`config.mk`:
```
export PLATFORM = sky130hd
export DESIGN_NAME = hmp_track_to_midi_transcoder_flat
export DESIGN_NICKNAME = d
export VERILOG_FILES = /design/src/sv/hmp_pkg.sv /design/src/sv/hmp_if.sv /design/src/sv/hmp_tempo_div.sv /design/src/sv/hmp_datapath.sv /design/src/sv/hmp_ctrl.sv /design/src/sv/hmp_track_to_midi_transcoder.sv /design/src/flat_wrapper.sv
export SDC_FILE = /design/constraint.sdc
export NUM_CORES = 1
export LEC_CHECK = 0
export BUFFER_PORTS_ARGS = -buffer_cell sky130_fd_sc_hd__buf_2
export CAP_MARGIN = 20
export CORE_ASPECT_RATIO = 1.75
export CORE_MARGIN = 1
export CORE_UTILIZATION = 55
export CTS_CLUSTER_DIAMETER = 60
export CTS_CLUSTER_SIZE = 24
export DETAILED_ROUTE_END_ITERATION = 12
export PLACE_DENSITY_LB_ADDON = 0.15
export SLEW_MARGIN = 20
export SYNTH_ARGS = -nofsm -noshare
export SYNTH_HDL_FRONTEND = slang
export SYNTH_SLANG_ARGS = --single-unit
```
`constraint.sdc`:
```
create_clock -name i_clk -period 4.06 [get_ports i_clk]
set_input_delay 1.218 -clock i_clk [delete_from_list [all_inputs] [get_ports i_clk]]
set_output_delay 1.218 -clock i_clk [all_outputs]
set_load 0.02 [all_outputs]
```
`src/sv/hmp_pkg.sv`:
```
// Package for the HMP track to Standard MIDI transcoder.
// Holds shared constants, length tables and the controller/datapath structs.
// Depends on nothing.
package hmp_pkg;

    localparam int unsigned MAX_DELTA_BYTES_DEF = 4;

    // Burst length counter: up to seven output bytes per input item.
    localparam int unsigned BURST_W = 3;
    localparam logic [BURST_W-1:0] TEMPO_BURST_LEN = BURST_W'(7);

    // Tempo division: 120000000 fits in 27 bits, so the quotient does too.
    localparam int unsigned DIVIDEND_W = 27;
    localparam logic [DIVIDEND_W-1:0] TEMPO_DIVIDEND = DIVIDEND_W'(120000000);
    localparam logic [23:0] TEMPO_ZERO_DIV = 24'hFFFFFF;
    localparam logic [31:0] HEADER_TEMPO_RESET = 32'd240;

    // Tempo meta event bytes.
    localparam logic [7:0] DELTA_ZERO     = 8'h00;
    localparam logic [7:0] META_STATUS    = 8'hFF;
    localparam logic [7:0] META_TEMPO     = 8'h51;
    localparam logic [7:0] META_TEMPO_LEN = 8'h03;

    // Status byte decoding.
    localparam logic [3:0] STATUS_HI_SYSTEM = 4'hF;
    localparam logic [3:0] STATUS_HI_CTRL   = 4'hB;
    localparam logic [3:0] SYS_LO_SYSEX     = 4'h0;
    localparam logic [3:0] SYS_LO_META      = 4'hF;

    // Controller rewriting.
    localparam logic [7:0] CTRL_MAP_LO      = 8'd102;
    localparam logic [7:0] CTRL_MAP_HI      = 8'd119;
    localparam logic [7:0] CTRL_LOOP_START  = 8'd110;
    localparam logic [7:0] CTRL_LOOP_END    = 8'd111;
    localparam logic [7:0] EMIDI_LOOP_START = 8'd118;
    localparam logic [7:0] EMIDI_LOOP_END   = 8'd119;
    localparam logic [7:0] CTRL_MAX_VALUE   = 8'd127;
    localparam logic [7:0] CTRL_NEUTRAL     = 8'd102;
    localparam logic [7:0] CTRL_ZERO_VALUE  = 8'd0;

    // Event length by status bits 6:4. Zero means the status has no data length.
    function automatic logic [1:0] cmd_len(input logic [2:0] idx);
        logic [1:0] len;
        unique case (idx)
            3'd4, 3'd5: len = 2'd1;
            3'd7:       len = 2'd0;
            default:    len = 2'd2;
        endcase
        return len;
    endfunction

    // Data length of the system common messages by the low status nibble.
    function automatic logic [1:0] syscom_len(input logic [3:0] lo);
        logic [1:0] len;
        unique case (lo)
            4'h2:    len = 2'd2;
            4'h3:    len = 2'd1;
            default: len = 2'd0;
        endcase
        return len;
    endfunction

    // Commands from the controller to the datapath.
    typedef struct packed {
        logic load;   // input transfer accepted this cycle
        logic emit;   // load the next burst byte into the output register
        logic last;   // that byte is the last of the burst
    } t_dp_cmd;

    // Status from the datapath to the controller.
    typedef struct packed {
        logic [BURST_W-1:0] burst_len; // bytes caused by the offered input item
        logic               div_req;   // the offered item needs the tempo division
        logic               div_done;  // the tempo quotient is ready
        logic               out_free;  // the output register can take a byte
    } t_dp_status;

endpackage

```
`src/sv/hmp_if.sv`:
```
// Valid/ready channel interfaces of the transcoder: track input and MIDI output.
// Depends on nothing.
interface hmp_in_if;
    logic       valid;
    logic       ready;
    logic       command;
    logic [7:0] data_byte;
    logic       first_track;
    logic       loop_track;

    modport source (output valid, command, data_byte, first_track, loop_track,
                    input ready);
    modport sink   (input valid, command, data_byte, first_track, loop_track,
                    output ready);
endinterface

interface hmp_out_if;
    logic       valid;
    logic       ready;
    logic [7:0] out_byte;
    logic       last;
    logic       delta_overflow;

    modport source (output valid, out_byte, last, delta_overflow, input ready);
    modport sink   (input valid, out_byte, last, delta_overflow, output ready);
endinterface

```
`src/sv/hmp_tempo_div.sv`:
```
// Restoring divider for the tempo: 120000000 over the header tempo word.
// One quotient bit per cycle. Depends on hmp_pkg.
module hmp_tempo_div
    import hmp_pkg::*;
(
    input  logic        i_clk,
    input  logic        i_rst_n,
    input  logic        i_start,
    input  logic [31:0] i_divisor,
    output logic        o_done,
    output logic [23:0] o_quotient
);

    localparam int unsigned CNT_W = $clog2(DIVIDEND_W + 1);

    logic                  r_busy;
    logic                  r_done;
    logic [CNT_W-1:0]      r_cnt;
    logic [31:0]           r_rem;
    logic [DIVIDEND_W-1:0] r_q;

    logic [32:0] trial;
    logic [32:0] diff;
    logic        ge;
    logic [31:0] n_rem;

    always_comb begin
        trial = {r_rem, r_q[DIVIDEND_W-1]};
        diff  = trial - {1'b0, i_divisor};
        ge    = (trial >= {1'b0, i_divisor});
        n_rem = ge ? diff[31:0] : trial[31:0];
    end

    always_ff @(posedge i_clk) begin
        if (!i_rst_n) begin
            r_busy <= 1'b0;
            r_done <= 1'b0;
            r_cnt  <= '0;
        end else begin
            r_done <= 1'b0;
            if (i_start) begin
                r_busy <= 1'b1;
                r_cnt  <= CNT_W'(DIVIDEND_W);
            end else if (r_busy) begin
                r_cnt <= r_cnt - 1'b1;
                if (r_cnt == CNT_W'(1)) begin
                    r_busy <= 1'b0;
                    r_done <= 1'b1;
                end
            end
        end
    end

    always_ff @(posedge i_clk) begin
        if (i_start) begin
            r_rem <= '0;
            r_q   <= TEMPO_DIVIDEND;
        end else if (r_busy) begin
            r_rem <= n_rem;
            r_q   <= {r_q[DIVIDEND_W-2:0], ge};
        end
    end

    assign o_done     = r_done;
    assign o_quotient = r_q[23:0];

endmodule

```
`src/sv/hmp_datapath.sv`:
```
// Datapath of the transcoder: parser state, delta stack, burst source,
// tempo register and quotient, output register. Depends on hmp_pkg, hmp_tempo_div.
module hmp_datapath
    import hmp_pkg::*;
#(
    parameter int unsigned MAX_DELTA_BYTES = MAX_DELTA_BYTES_DEF
) (
    input  logic        i_clk,
    input  logic        i_rst_n,
    input  logic        i_cfg_we,
    input  logic [31:0] i_cfg_wdata,
    input  logic        i_command,
    input  logic [7:0]  i_data_byte,
    input  logic        i_first_track,
    input  logic        i_loop_track,
    input  t_dp_cmd     i_cmd,
    output t_dp_status  o_status,
    input  logic        i_out_ready,
    output logic        o_out_valid,
    output logic [7:0]  o_out_byte,
    output logic        o_out_last,
    output logic        o_out_delta_overflow
);

    localparam int unsigned CAP = (MAX_DELTA_BYTES > 7) ? 7 :
                                  ((MAX_DELTA_BYTES < 1) ? 1 : MAX_DELTA_BYTES);
    localparam int unsigned CW  = $clog2(CAP + 1);

    typedef enum logic [2:0] {
        PH_DELTA, PH_EVENT, PH_COPY, PH_SYSEX,
        PH_META_TYPE, PH_META_LEN, PH_CTRL_NUM, PH_CTRL_VAL
    } t_phase;

    typedef enum logic [1:0] {SRC_TEMPO, SRC_LIST, SRC_DELTA} t_src;

    logic [31:0]  r_cfg_tempo;
    t_phase       r_phase, n_phase;
    logic [6:0]   r_stack [CAP];
    logic [CW-1:0] r_dcount, n_dcount;
    logic [7:0]   r_rs, n_rs;
    logic [7:0]   r_copy, n_copy;
    logic [7:0]   r_held, n_held;
    logic         r_loop, n_loop;
    t_src         r_src, n_src;
    logic [2:0]   r_idx, n_idx;
    logic [7:0]   r_b0, n_b0;
    logic [7:0]   r_b1, n_b1;
    logic         r_dflag, n_dflag;
    logic [23:0]  r_quot, n_quot;
    logic         r_ov;
    logic [7:0]   r_obyte;
    logic         r_olast;
    logic         r_oflag;

    logic [BURST_W-1:0] len;
    logic         div_req;
    logic         push;
    logic         do_delta;
    logic         copy_go;
    logic [7:0]   copy_len;
    logic [1:0]   rs_len;
    logic [CW-1:0] d_base, d_new;
    logic         d_term;
    logic         div_done;
    logic [23:0]  div_quot;
    logic [7:0]   emit_byte;
    logic         emit_flag;

    hmp_tempo_div u_div (
        .i_clk      (i_clk),
        .i_rst_n    (i_rst_n),
        .i_start    (i_cmd.load & div_req),
        .i_divisor  (r_cfg_tempo),
        .o_done     (div_done),
        .o_quotient (div_quot)
    );

    // Delta push: a delta ends on a terminator or when the stack is full.
    always_comb begin
        d_base = (r_dcount >= CW'(CAP)) ? '0 : r_dcount;
        d_new  = d_base + 1'b1;
        d_term = i_data_byte[7] || (d_new == CW'(CAP));
        rs_len = cmd_len(r_rs[6:4]);
    end

    always_comb begin
        n_phase  = r_phase;
        n_dcount = r_dcount;
        n_rs     = r_rs;
        n_copy   = r_copy;
        n_held   = r_held;
        n_loop   = r_loop;
        n_src    = r_src;
        n_idx    = r_idx;
        n_b0     = r_b0;
        n_b1     = r_b1;
        n_dflag  = r_dflag;
        n_quot   = r_quot;
        len      = '0;
        div_req  = 1'b0;
        push     = 1'b0;
        do_delta = 1'b0;
        copy_go  = 1'b0;
        copy_len = '0;
        if (i_cmd.load) begin
            n_idx = '0;
            if (!i_command) begin
                n_rs     = '0;
                n_phase  = PH_DELTA;
                n_dcount = '0;
                n_copy   = '0;
                n_held   = '0;
                n_loop   = i_loop_track;
                if (i_first_track) begin
                    n_src = SRC_TEMPO;
                    len   = TEMPO_BURST_LEN;
                    if (r_cfg_tempo == '0) begin
                        n_quot = TEMPO_ZERO_DIV;
                    end else begin
                        div_req = 1'b1;
                    end
                end
            end else begin
                n_src = SRC_LIST;
                n_b0  = i_data_byte;
                unique case (r_phase)
                    PH_DELTA: begin
                        do_delta = 1'b1;
                    end
                    PH_EVENT: begin
                        if (i_data_byte[7]) begin
                            len  = BURST_W'(1);
                            n_rs = i_data_byte;
                            if (i_data_byte[7:4] == STATUS_HI_SYSTEM) begin
                                if (i_data_byte[3:0] == SYS_LO_SYSEX) begin
                                    n_phase = PH_SYSEX;
                                end else if (i_data_byte[3:0] == SYS_LO_META) begin
                                    n_phase = PH_META_TYPE;
                                end else begin
                                    copy_go  = 1'b1;
                                    copy_len = 8'(syscom_len(i_data_byte[3:0]));
                                end
                            end else if (i_data_byte[7:4] == STATUS_HI_CTRL) begin
                                n_phase = PH_CTRL_NUM;
                            end else begin
                                copy_go  = 1'b1;
                                copy_len = 8'(cmd_len(i_data_byte[6:4]));
                            end
                        end else if (rs_len == 2'd0) begin
                            // A system running status has no data length: this
                            // byte opens the next delta time.
                            do_delta = 1'b1;
                        end else begin
                            len      = BURST_W'(1);
                            copy_go  = 1'b1;
                            copy_len = 8'(rs_len - 2'd1);
                        end
                    end
                    PH_COPY: begin
                        len    = BURST_W'(1);
                        n_copy = (r_copy != '0) ? r_copy - 8'd1 : r_copy;
                        if (n_copy == '0) begin
                            n_phase = PH_DELTA;
                        end
                    end
                    PH_SYSEX: begin
                        len = BURST_W'(1);
                        if (i_data_byte[7]) begin
                            n_phase = PH_DELTA;
                        end
                    end
                    PH_META_TYPE: begin
                        len     = BURST_W'(1);
                        n_phase = PH_META_LEN;
                    end
                    PH_META_LEN: begin
                        len      = BURST_W'(1);
                        copy_go  = 1'b1;
                        copy_len = i_data_byte;
                    end
                    PH_CTRL_NUM: begin
                        if (i_data_byte >= CTRL_MAP_LO && i_data_byte <= CTRL_MAP_HI) begin
                            n_held  = i_data_byte;
                            n_phase = PH_CTRL_VAL;
                        end else begin
                            len      = BURST_W'(1);
                            copy_go  = 1'b1;
                            copy_len = 8'd1;
                        end
                    end
                    PH_CTRL_VAL: begin
                        len     = BURST_W'(2);
                        n_phase = PH_DELTA;
                        if (r_loop && r_held == CTRL_LOOP_START) begin
                            n_b0 = EMIDI_LOOP_START;
                            n_b1 = {1'b0, i_data_byte[6:0]};
                        end else if (r_loop && r_held == CTRL_LOOP_END) begin
                            n_b0 = EMIDI_LOOP_END;
                            n_b1 = CTRL_MAX_VALUE;
                        end else begin
                            n_b0 = CTRL_NEUTRAL;
                            n_b1 = CTRL_ZERO_VALUE;
                        end
                    end
                endcase
                if (copy_go) begin
                    n_copy  = copy_len;
                    n_phase = (copy_len != '0) ? PH_COPY : PH_DELTA;
                end
                if (do_delta) begin
                    push     = 1'b1;
                    n_dcount = d_new;
                    if (d_term) begin
                        n_phase = PH_EVENT;
                        n_src   = SRC_DELTA;
                        n_dflag = ~i_data_byte[7];
                        len     = BURST_W'(d_new);
                    end else begin
                        n_phase = PH_DELTA;
                    end
                end
            end
        end else if (i_cmd.emit) begin
            n_idx = r_idx + 3'd1;
            if (r_src == SRC_DELTA) begin
                n_dcount = r_dcount - 1'b1;
            end
        end
        if (div_done) begin
            n_quot = div_quot;
        end
    end

    // Next burst byte. Delta groups leave newest first; every group but the
    // last carries the continuation bit.
    always_comb begin
        emit_flag = 1'b0;
        case (r_src)
            SRC_TEMPO: begin
                case (r_idx)
                    3'd0:    emit_byte = DELTA_ZERO;
                    3'd1:    emit_byte = META_STATUS;
                    3'd2:    emit_byte = META_TEMPO;
                    3'd3:    emit_byte = META_TEMPO_LEN;
                    3'd4:    emit_byte = r_quot[23:16];
                    3'd5:    emit_byte = r_quot[15:8];
                    default: emit_byte = r_quot[7:0];
                endcase
            end
            SRC_DELTA: begin
                emit_byte = {~i_cmd.last, r_stack[0]};
                emit_flag = r_dflag;
            end
            default: begin
                emit_byte = (r_idx == 3'd0) ? r_b0 : r_b1;
            end
        endcase
    end

    always_ff @(posedge i_clk) begin
        if (!i_rst_n) begin
            r_cfg_tempo <= HEADER_TEMPO_RESET;
            r_phase     <= PH_DELTA;
            r_dcount    <= '0;
            r_rs        <= '0;
            r_copy      <= '0;
            r_held      <= '0;
            r_loop      <= 1'b0;
            r_ov        <= 1'b0;
        end else begin
            if (i_cfg_we) begin
                r_cfg_tempo <= i_cfg_wdata;
            end
            r_phase  <= n_phase;
            r_dcount <= n_dcount;
            r_rs     <= n_rs;
            r_copy   <= n_copy;
            r_held   <= n_held;
            r_loop   <= n_loop;
            if (i_cmd.emit) begin
                r_ov <= 1'b1;
            end else if (i_out_ready) begin
                r_ov <= 1'b0;
            end
        end
    end

    always_ff @(posedge i_clk) begin
        r_src   <= n_src;
        r_idx   <= n_idx;
        r_b0    <= n_b0;
        r_b1    <= n_b1;
        r_dflag <= n_dflag;
        r_quot  <= n_quot;
        if (push) begin
            r_stack[0] <= i_data_byte[6:0];
            for (int i = 1; i < CAP; i++) begin
                r_stack[i] <= r_stack[i-1];
            end
        end else if (i_cmd.emit && r_src == SRC_DELTA) begin
            for (int i = 0; i < CAP - 1; i++) begin
                r_stack[i] <= r_stack[i+1];
            end
            r_stack[CAP-1] <= '0;
        end
        if (i_cmd.emit) begin
            r_obyte <= emit_byte;
            r_olast <= i_cmd.last;
            r_oflag <= emit_flag;
        end
    end

    assign o_status.burst_len = len;
    assign o_status.div_req   = div_req;
    assign o_status.div_done  = div_done;
    assign o_status.out_free  = ~r_ov | i_out_ready;

    assign o_out_valid          = r_ov;
    assign o_out_byte           = r_obyte;
    assign o_out_last           = r_olast;
    assign o_out_delta_overflow = r_oflag;

endmodule

```
`src/sv/hmp_ctrl.sv`:
```
// Controller of the transcoder: accepts input items, waits on the tempo
// division and sequences the output burst. Depends on hmp_pkg.
module hmp_ctrl
    import hmp_pkg::*;
(
    input  logic       i_clk,
    input  logic       i_rst_n,
    input  logic       i_in_valid,
    output logic       o_in_ready,
    input  t_dp_status i_status,
    output t_dp_cmd    o_cmd
);

    typedef enum logic [1:0] {S_IDLE, S_DIV, S_EMIT} t_state;

    t_state             r_state;
    logic [BURST_W-1:0] r_left;

    always_comb begin
        o_in_ready = (r_state == S_IDLE);
        o_cmd.load = (r_state == S_IDLE) && i_in_valid;
        o_cmd.emit = (r_state == S_EMIT) && i_status.out_free;
        o_cmd.last = (r_left == BURST_W'(1));
    end

    always_ff @(posedge i_clk) begin
        if (!i_rst_n) begin
            r_state <= S_IDLE;
            r_left  <= '0;
        end else begin
            unique case (r_state)
                S_IDLE: begin
                    if (o_cmd.load) begin
                        r_left <= i_status.burst_len;
                        if (i_status.div_req) begin
                            r_state <= S_DIV;
                        end else if (i_status.burst_len != '0) begin
                            r_state <= S_EMIT;
                        end
                    end
                end
                S_DIV: begin
                    if (i_status.div_done) begin
                        r_state <= S_EMIT;
                    end
                end
                S_EMIT: begin
                    if (o_cmd.emit) begin
                        r_left <= r_left - 1'b1;
                        if (o_cmd.last) begin
                            r_state <= S_IDLE;
                        end
                    end
                end
                default: begin
                    r_state <= S_IDLE;
                end
            endcase
        end
    end

endmodule

```
`src/sv/hmp_track_to_midi_transcoder.sv`:
```
// Top level of the HMP track to Standard MIDI transcoder.
// Depends on hmp_pkg, hmp_if, hmp_ctrl, hmp_datapath, hmp_tempo_div.
//
//   Channel   Direction  Handshake      Contents
//   i_in      in         valid/ready    command, data_byte, first_track, loop_track
//   o_out     out        valid/ready    out_byte, last, delta_overflow
//   i_cfg_*   in         write enable   header_tempo (32 bits)
//
// After an input transfer is taken, its output bytes leave the output register
// one per cycle while the sink is ready. A track start with the tempo event
// waits on the bit-serial tempo divider unless the header tempo is zero.
// Input is taken again once the last byte sits in the output register.
// Reset is synchronous and needs no clearing pass.
module hmp_track_to_midi_transcoder
    import hmp_pkg::*;
#(
    parameter int unsigned MAX_DELTA_BYTES = MAX_DELTA_BYTES_DEF
) (
    input  logic        i_clk,
    input  logic        i_rst_n,
    hmp_in_if.sink      i_in,
    hmp_out_if.source   o_out,
    input  logic        i_cfg_we,
    input  logic [31:0] i_cfg_wdata
);

    t_dp_cmd    cmd;
    t_dp_status status;
    logic       in_ready;

    // The controller owns the input handshake and the burst count.
    hmp_ctrl u_ctrl (
        .i_clk      (i_clk),
        .i_rst_n    (i_rst_n),
        .i_in_valid (i_in.valid),
        .o_in_ready (in_ready),
        .i_status   (status),
        .o_cmd      (cmd)
    );

    assign i_in.ready = in_ready;

    // The datapath parses each byte on a transfer and drives the output register.
    hmp_datapath #(
        .MAX_DELTA_BYTES (MAX_DELTA_BYTES)
    ) u_dp (
        .i_clk                (i_clk),
        .i_rst_n              (i_rst_n),
        .i_cfg_we             (i_cfg_we),
        .i_cfg_wdata          (i_cfg_wdata),
        .i_command            (i_in.command),
        .i_data_byte          (i_in.data_byte),
        .i_first_track        (i_in.first_track),
        .i_loop_track         (i_in.loop_track),
        .i_cmd                (cmd),
        .o_status             (status),
        .i_out_ready          (o_out.ready),
        .o_out_valid          (o_out.valid),
        .o_out_byte           (o_out.out_byte),
        .o_out_last           (o_out.last),
        .o_out_delta_overflow (o_out.delta_overflow)
    );

endmodule

```
`src/flat_wrapper.sv`:
```
// flat-port wrapper written by rule: the top's interface ports become plain ports
module hmp_track_to_midi_transcoder_flat import hmp_pkg::*;
#(
    parameter int unsigned MAX_DELTA_BYTES = MAX_DELTA_BYTES_DEF
)
  (i_clk, i_rst_n, i_cfg_we, i_cfg_wdata, i_in_valid, i_in_command, i_in_data_byte, i_in_first_track, i_in_loop_track, i_in_ready, o_out_valid, o_out_out_byte, o_out_last, o_out_delta_overflow, o_out_ready);
  hmp_in_if i_in_i ();
  hmp_out_if o_out_i ();
  input  logic i_clk;
  input  logic i_rst_n;
  input  logic i_cfg_we;
  input  logic [31:0] i_cfg_wdata;
  input wire logic [$bits(i_in_i.valid)-1:0] i_in_valid;
  input wire logic [$bits(i_in_i.command)-1:0] i_in_command;
  input wire logic [$bits(i_in_i.data_byte)-1:0] i_in_data_byte;
  input wire logic [$bits(i_in_i.first_track)-1:0] i_in_first_track;
  input wire logic [$bits(i_in_i.loop_track)-1:0] i_in_loop_track;
  output wire logic [$bits(i_in_i.ready)-1:0] i_in_ready;
  output wire logic [$bits(o_out_i.valid)-1:0] o_out_valid;
  output wire logic [$bits(o_out_i.out_byte)-1:0] o_out_out_byte;
  output wire logic [$bits(o_out_i.last)-1:0] o_out_last;
  output wire logic [$bits(o_out_i.delta_overflow)-1:0] o_out_delta_overflow;
  input wire logic [$bits(o_out_i.ready)-1:0] o_out_ready;
  assign i_in_i.valid = i_in_valid;
  assign i_in_i.command = i_in_command;
  assign i_in_i.data_byte = i_in_data_byte;
  assign i_in_i.first_track = i_in_first_track;
  assign i_in_i.loop_track = i_in_loop_track;
  assign i_in_ready = i_in_i.ready;
  assign o_out_valid = o_out_i.valid;
  assign o_out_out_byte = o_out_i.out_byte;
  assign o_out_last = o_out_i.last;
  assign o_out_delta_overflow = o_out_i.delta_overflow;
  assign o_out_i.ready = o_out_ready;
  hmp_track_to_midi_transcoder #(.MAX_DELTA_BYTES(MAX_DELTA_BYTES)) u_core (.i_clk(i_clk), .i_rst_n(i_rst_n), .i_in(i_in_i), .o_out(o_out_i), .i_cfg_we(i_cfg_we), .i_cfg_wdata(i_cfg_wdata));
endmodule
```
# Word-level counts from Yosys, hierarchy flattened
# Memories as Yosys holds them, arrays and structs flattened.
# Index checks and enable logic that the tools add are counted.
# totals
reg_bits,190
latch_bits,0
ram_bits,28
rom_bits,0
inputBits,48
out_inout_bits,12
wordCells,265
mem_count,1
# classes
add_sub_neg,8
n_mul,0
div_mod_pow,0
order_cmp,4
eq_ne,50
shift,0
n_mux,119
bitwise_logic,12
n_reduce_logical,45
# mem_list
memory,depth,word_bits,rd,rd_ports_with_merged_regs,wr,line_no,text
u_core.u_dp.r_stack,4,7,4,0,4,hmp_datapath.sv:38,logic [6:0] r_stack [CAP];
# op_table
op,count
24-bit two-way mux,5
8-bit two-way mux,14
3-bit two-way mux,24
7-bit two-way mux,9
8-bit one-hot mux with 6 select lines,1
"3-bit == test, second input constant",13
1-bit two-way mux,36
33-bit by 32-bit >= comparator with 1-bit output,1
32-bit logical NOT,1
32-bit two-way mux,1
32-bit subtractor,1
2-bit two-way mux,14
8-bit one-hot mux with 3 select lines,1
5-bit two-way mux,4
"5-bit != test, second input constant",4
3-bit one-hot mux with 6 select lines,1
2-bit nonzero test,9
"8-bit by 7-bit == test with 1-bit output, second input constant",2
8-bit one-hot mux with 2 select lines,1
8-bit nonzero test,2
3-bit AND reduction,5
"3-bit by 2-bit == test with 1-bit output, second input constant",4
"4-bit == test, second input constant",3
"2-bit by 1-bit != test with 1-bit output, second input constant",6
other kinds (42),76

# Longest topological paths before layout
# depth
ltp_word,17
depth_mapped,13
mapped_depth_nobuf,11

# By module
# Synthesis repeated with hierarchy kept, for this count alone.
# unflattened
hier_cells,1233
hier_area_um2,11836.4
# modules_own_cells
mod,instances,cells_per_inst,area_each_um2
hmp_datapath,1,642,6926.6
hmp_tempo_div,1,553,4585.6
hmp_ctrl,1,38,324.1

# Worst setup path before layout
# Ideal clock, no wire load.
# synth_timing
path_kind,input to register
startpoint,in i_in_data_byte[0]
endpoint,reg u_core.u_dp.r_copy[1]
setup_ns,0.132
arrival_ns,2.997
required_ns,3.928
slack_ns,0.931
cell_stages,9
path_buffers,1
path_cell_list,buf_2 or4_4 a311oi_2 nor3b_1 a21oi_2 nand2_1 o21ai_2 or3b_1 a21oi_1
# synth_via
elab_chain_len,11
# synth_rtl
element,line_no,text
"start, declared",flat_wrapper.sv:15,input wire logic [$bits(i_in_i.data_byte)-1:0] i_in_data_byte;
4-bit by 2-bit == test with 1-bit output,hmp_pkg.sv:55,unique case (lo)
2-bit one-hot mux with 2 select lines,hmp_pkg.sv:55,
2-bit two-way mux,hmp_datapath.sv:137,end else if (i_data_byte[3:0] == SYS_LO_META) begin
2-bit two-way mux,hmp_datapath.sv:135,if (i_data_byte[3:0] == SYS_LO_SYSEX) begin
8-bit two-way mux,hmp_datapath.sv:134,if (i_data_byte[7:4] == STATUS_HI_SYSTEM) begin
8-bit two-way mux,hmp_datapath.sv:131,if (i_data_byte[7]) begin
8-bit one-hot mux with 3 select lines,hmp_datapath.sv:126,unique case (r_phase)
8-bit two-way mux,hmp_datapath.sv:107,if (!i_command) begin
8-bit two-way mux,hmp_datapath.sv:105,if (i_cmd.load) begin
8-bit two-way mux,hmp_datapath.sv:206,if (copy_go) begin
8-bit two-way mux,hmp_datapath.sv:107,
"end signal, assigned",hmp_datapath.sv:277,r_copy <= n_copy;
"end, declared",hmp_datapath.sv:41,"logic [7:0] r_copy, n_copy;"
# Parallel ways exist; a longest one is shown, timed or not. The select of a mux whose other input is x is not followed.
# A chain may end at the register's enable or synchronous reset.

# Final worst setup path
# layout_timing
startpoint,reg u_core.u_dp.r_cfg_tempo[3]
endpoint,reg u_core.u_dp.u_div.r_rem[15]
# layout_via
elab_chain_len,6
# layout_rtl
element,line_no,text
"start, declared",hmp_datapath.sv:36,logic [31:0] r_cfg_tempo;
"start signal, assigned",hmp_datapath.sv:272,r_cfg_tempo <= i_cfg_wdata;
"parallel branches: the longest is 6 deep, another holds 32-bit subtractor",-,
"end signal, assigned",hmp_tempo_div.sv:59,r_rem <= n_rem;
"end, declared",hmp_tempo_div.sv:19,logic [31:0] r_rem;
# Parallel ways; which one is timed is not known.

==> flow_metrics.env <==
export IMPL_hold_viol=0
export IMPL_vias_per_cell=6.02
export IMPL_crit_type="reg -> reg"
export IMPL_drtIter0Drc=454
export IMPL_seq_area_um2=5070
export IMPL_final_common_cell="dfxtp_1"
export IMPL_setup_worst_path_start_class="register"
export IMPL_grt_pass1_wl_um=46800
export IMPL_drive_above_1_share_pct=11.6
export IMPL_firstDrtPassIters=9
export IMPL_clk_pin_slew_ps=80
export IMPL_hp_class="reg -> reg"
export IMPL_finalCritPeriodShare_pct=83.6
export IMPL_maxCapViolations=0
export IMPL_r2r_end="u_core.u_dp.u_div.r_rem[15]"
export IMPL_placed_area_um2=12200
export IMPL_drv_slew=0
export IMPL_post_cts_setup_buffers=0
export IMPL_num_fill_cells=1835
export IMPL_finalSetupViolCount=0
export IMPL_die_y_um=195
export IMPL_wl_per_cell_um=18.5
export IMPL_gp_congestion=0.918
export IMPL_min_from="u_core.u_dp.r_dcount[0]"
export IMPL_layout_common_cells="132 x dfxtp_1, 127 x nor2_1, 121 x nand2_1"
export IMPL_yosysWarnings=0
export IMPL_design_area_um2=12600
export IMPL_synth_async_sr_flop_share_pct=0
export IMPL_clkSinkCount=213
export IMPL_cts_resized=0
export IMPL_clock_path_buffers=3
export IMPL_synth_top_area_share_pct=22.7
export IMPL_routed_wl_um=28700
export IMPL_grt_usage_pct=26.7
export IMPL_antennaDiodeCount=0
export IMPL_synth_area_leaders="dfxtp_1 23%, edfxtp_1 21%, mux2i_1 5.6%"
export IMPL_crit_required_ps=4450
export IMPL_row_count=70
export IMPL_synth_seq_area_share_pct=43.3
export IMPL_syn_to_final_growth_pct=7.93
export IMPL_htree_levels=1
export IMPL_synthCells=1273
export IMPL_clk_latency_ps=490
export IMPL_relSlewSlack_pct=35.0
export IMPL_failed_checks="DRC"
export IMPL_port_buffers=59
export IMPL_multi_input_area_um2=6090
export IMPL_cts_root_buf="clkbuf_16"
export IMPL_ctsHoldBuffers=0
export IMPL_synth_edff_count=80
export IMPL_die_area_um2=21900
export IMPL_rrSetupSlack_ps=670
export IMPL_tritoncts_num_buffers=15
export IMPL_core_um2=20800
export IMPL_path_max_fanout=17
export IMPL_cp_arrival_ps=3780
export IMPL_fin_tns_setup_ps=0
export IMPL_pwr_density_cell_nw_per_um2=685
export IMPL_netlist_area_um2=11700
export IMPL_cts_tree="done"
export IMPL_timing_fmax_mhz=295
export IMPL_whs_endpoint="u_core.u_dp.r_dcount[0]"
export IMPL_holdPathStages=1
export IMPL_io_pins=60
export IMPL_avgSynthCellArea_um2=9.19
export IMPL_finalNetCount=1391
export IMPL_dpl_hpwl_um=21300
export IMPL_vias=9348
export IMPL_rsz0062_at_grt="false"
export IMPL_synth_cell_types=83
export IMPL_skew_ps=19.3
export IMPL_r2r_cells=10
export IMPL_end_kind="register"
export IMPL_gr_total_overflow=0
export IMPL_outcome="finished, violations left"
export IMPL_min_period_ps=3390
export IMPL_tightest_slew_ps=975
export IMPL_antenna_found_initial=1
export IMPL_r2r_start="u_core.u_dp.r_cfg_tempo[3]"
export IMPL_synth_seq_cells=213
export IMPL_initial_core_util_pct=56.2
export IMPL_vdd_drop_max_mv=0.521
export IMPL_final_antenna_net_count=0
export IMPL_grt_max_degree=67
export IMPL_die_w_um=112
export IMPL_synth_ff_type="dfxtp_1"
export IMPL_yosysTopAreaCell="dfxtp_1"
export IMPL_drc_errors=5
export IMPL_synth_net_count=1371
export IMPL_grt_pass1_vias=9468
export IMPL_leakagePower_nw=4.77
cell type report:
| class | count | share of cell area (%) |
|---|---|---|
| clock buffer | 18 | 3.06 |
| clock inverter | 7 | 0.673 |
| inverter | 67 | 1.99 |
| multi-input combinational | 921 | 48.2 |
| sequential | 213 | 40.1 |
| tap | 252 | 2.50 |
| timing repair buffer | 75 | 3.49 |
flip-flops by register name (all words and copies together) (netlist names), 2 cells and up:
register                 count
u_core.u_dp.r_cfg_tempo     32
u_core.u_dp.u_div.r_rem     32
u_core.u_dp.r_stack         28
u_core.u_dp.u_div.r_q       27
u_core.u_dp.r_quot          24
u_core.u_dp.o_out_byte       8
u_core.u_dp.r_b0             8
u_core.u_dp.r_copy           8
u_core.u_dp.r_held           8
u_core.u_dp.r_b1             7
u_core.u_dp.u_div.r_cnt      5
u_core.u_ctrl.r_left         3
u_core.u_dp.r_dcount         3
u_core.u_dp.r_idx            3
u_core.u_dp.r_phase          3
u_core.u_dp.r_rs             3
u_core.u_ctrl.r_state        2
u_core.u_dp.r_src            2
layer usage:
metal | wire, µm | global-route usage, %
met2 | 15500 | 51.9
met3 | 1040 | 2.48
met1 | 10600 | 27.5
met4 | 1550 | 14.8
met5 | 0 | 0
logic make-up after synthesis:
family / synth area share [%]
simple gates: 18.5
compound gates: 17.7
flops: 43.3
buf+inv: 4.79
mux: 7.87
fa+ha+maj: 5.41
xor+xnor: 2.39
other cells: 0.0320
where the power goes:
part	leakage, nW	total (W)	switching (W)	internal (W)
Combinational	2.79	0.00406	0.00243	0.00163
Clock	0.231	0.00153	0.000805	0.000730
Sequential	1.75	0.00306	0.000347	0.00271
synth_stat cells (5+ instances only):
cell type  count
xnor2_1       18
buf_4          5
nor4_1        14
nand4b_1       5
a211oi_1      16
nor3_1        25
mux2_2        24
o211ai_1      12
nand3_1       33
nor2b_1       21
nor2_1       127
nand3b_1       5
a21oi_1       66
o21a_1        19
o31ai_1        8
clkbuf_1      57
inv_1         65
and2_1         6
o21ai_0       65
ha_1          49
edfxtp_1      80
and3_1         6
nand4_1       11
a22oi_1       14
a31oi_1       21
mux2i_1       65
a21oi_2        5
a21o_1        10
nand2b_1      47
nand2_1      121
dfxtp_1      133
xor2_1        14
how the worst max path moves through the flow:
stage | depth (start not counted) | startpoint | to | slack (ps)
final | 10 | u_core.u_dp.r_cfg_tempo[3] | u_core.u_dp.u_div.r_rem[15] | 670
after global placement | 9 | i_in_data_byte[3] | u_core.u_dp.r_copy[1] | 630
after CTS | 10 | u_core.u_dp.r_cfg_tempo[3] | u_core.u_dp.u_div.r_rem[15] | 660
after global routing | 9 | u_core.u_dp.r_cfg_tempo[23] | u_core.u_dp.u_div.r_rem[12] | 430
after detailed placement | 9 | i_in_data_byte[3] | u_core.u_dp.r_copy[1] | 560
after floorplan | 9 | i_in_data_byte[0] | u_core.u_dp.r_copy[1] | 930
per-stage QoR:
stage | power (W) | hold slack, ps | setup WS [ps] | std cells | utilization [%]
6_report | 0.00865 | 454 | 667 | 1553 | 60.6
5_1_grt | 0.00924 | 493 | 432 | 1553 | 60.6
4_1_cts | 0.00867 | 456 | 661 | 1553 | 60.6
3_5_place_dp | 0.00711 | 445 | 558 | 1528 | 58.3
3_3_place_gp | 0.00705 | 442 | 626 | 1528 | 58.3
2_1_floorplan | 0.00609 | 423 | 931 | 1273 | -
worst max-delay path, stage by stage, from the launching register on:
cell and delay [ps]:
dfxtp_1 380, inv_1 100, ha_1 390, a21o_1 220, a21oi_2 180, a21boi_1 110
o41a_1 490, o211ai_2 250, o21a_1 600, nor2_1 280, a211oi_1 290
(Power assumes the default switching activity.)
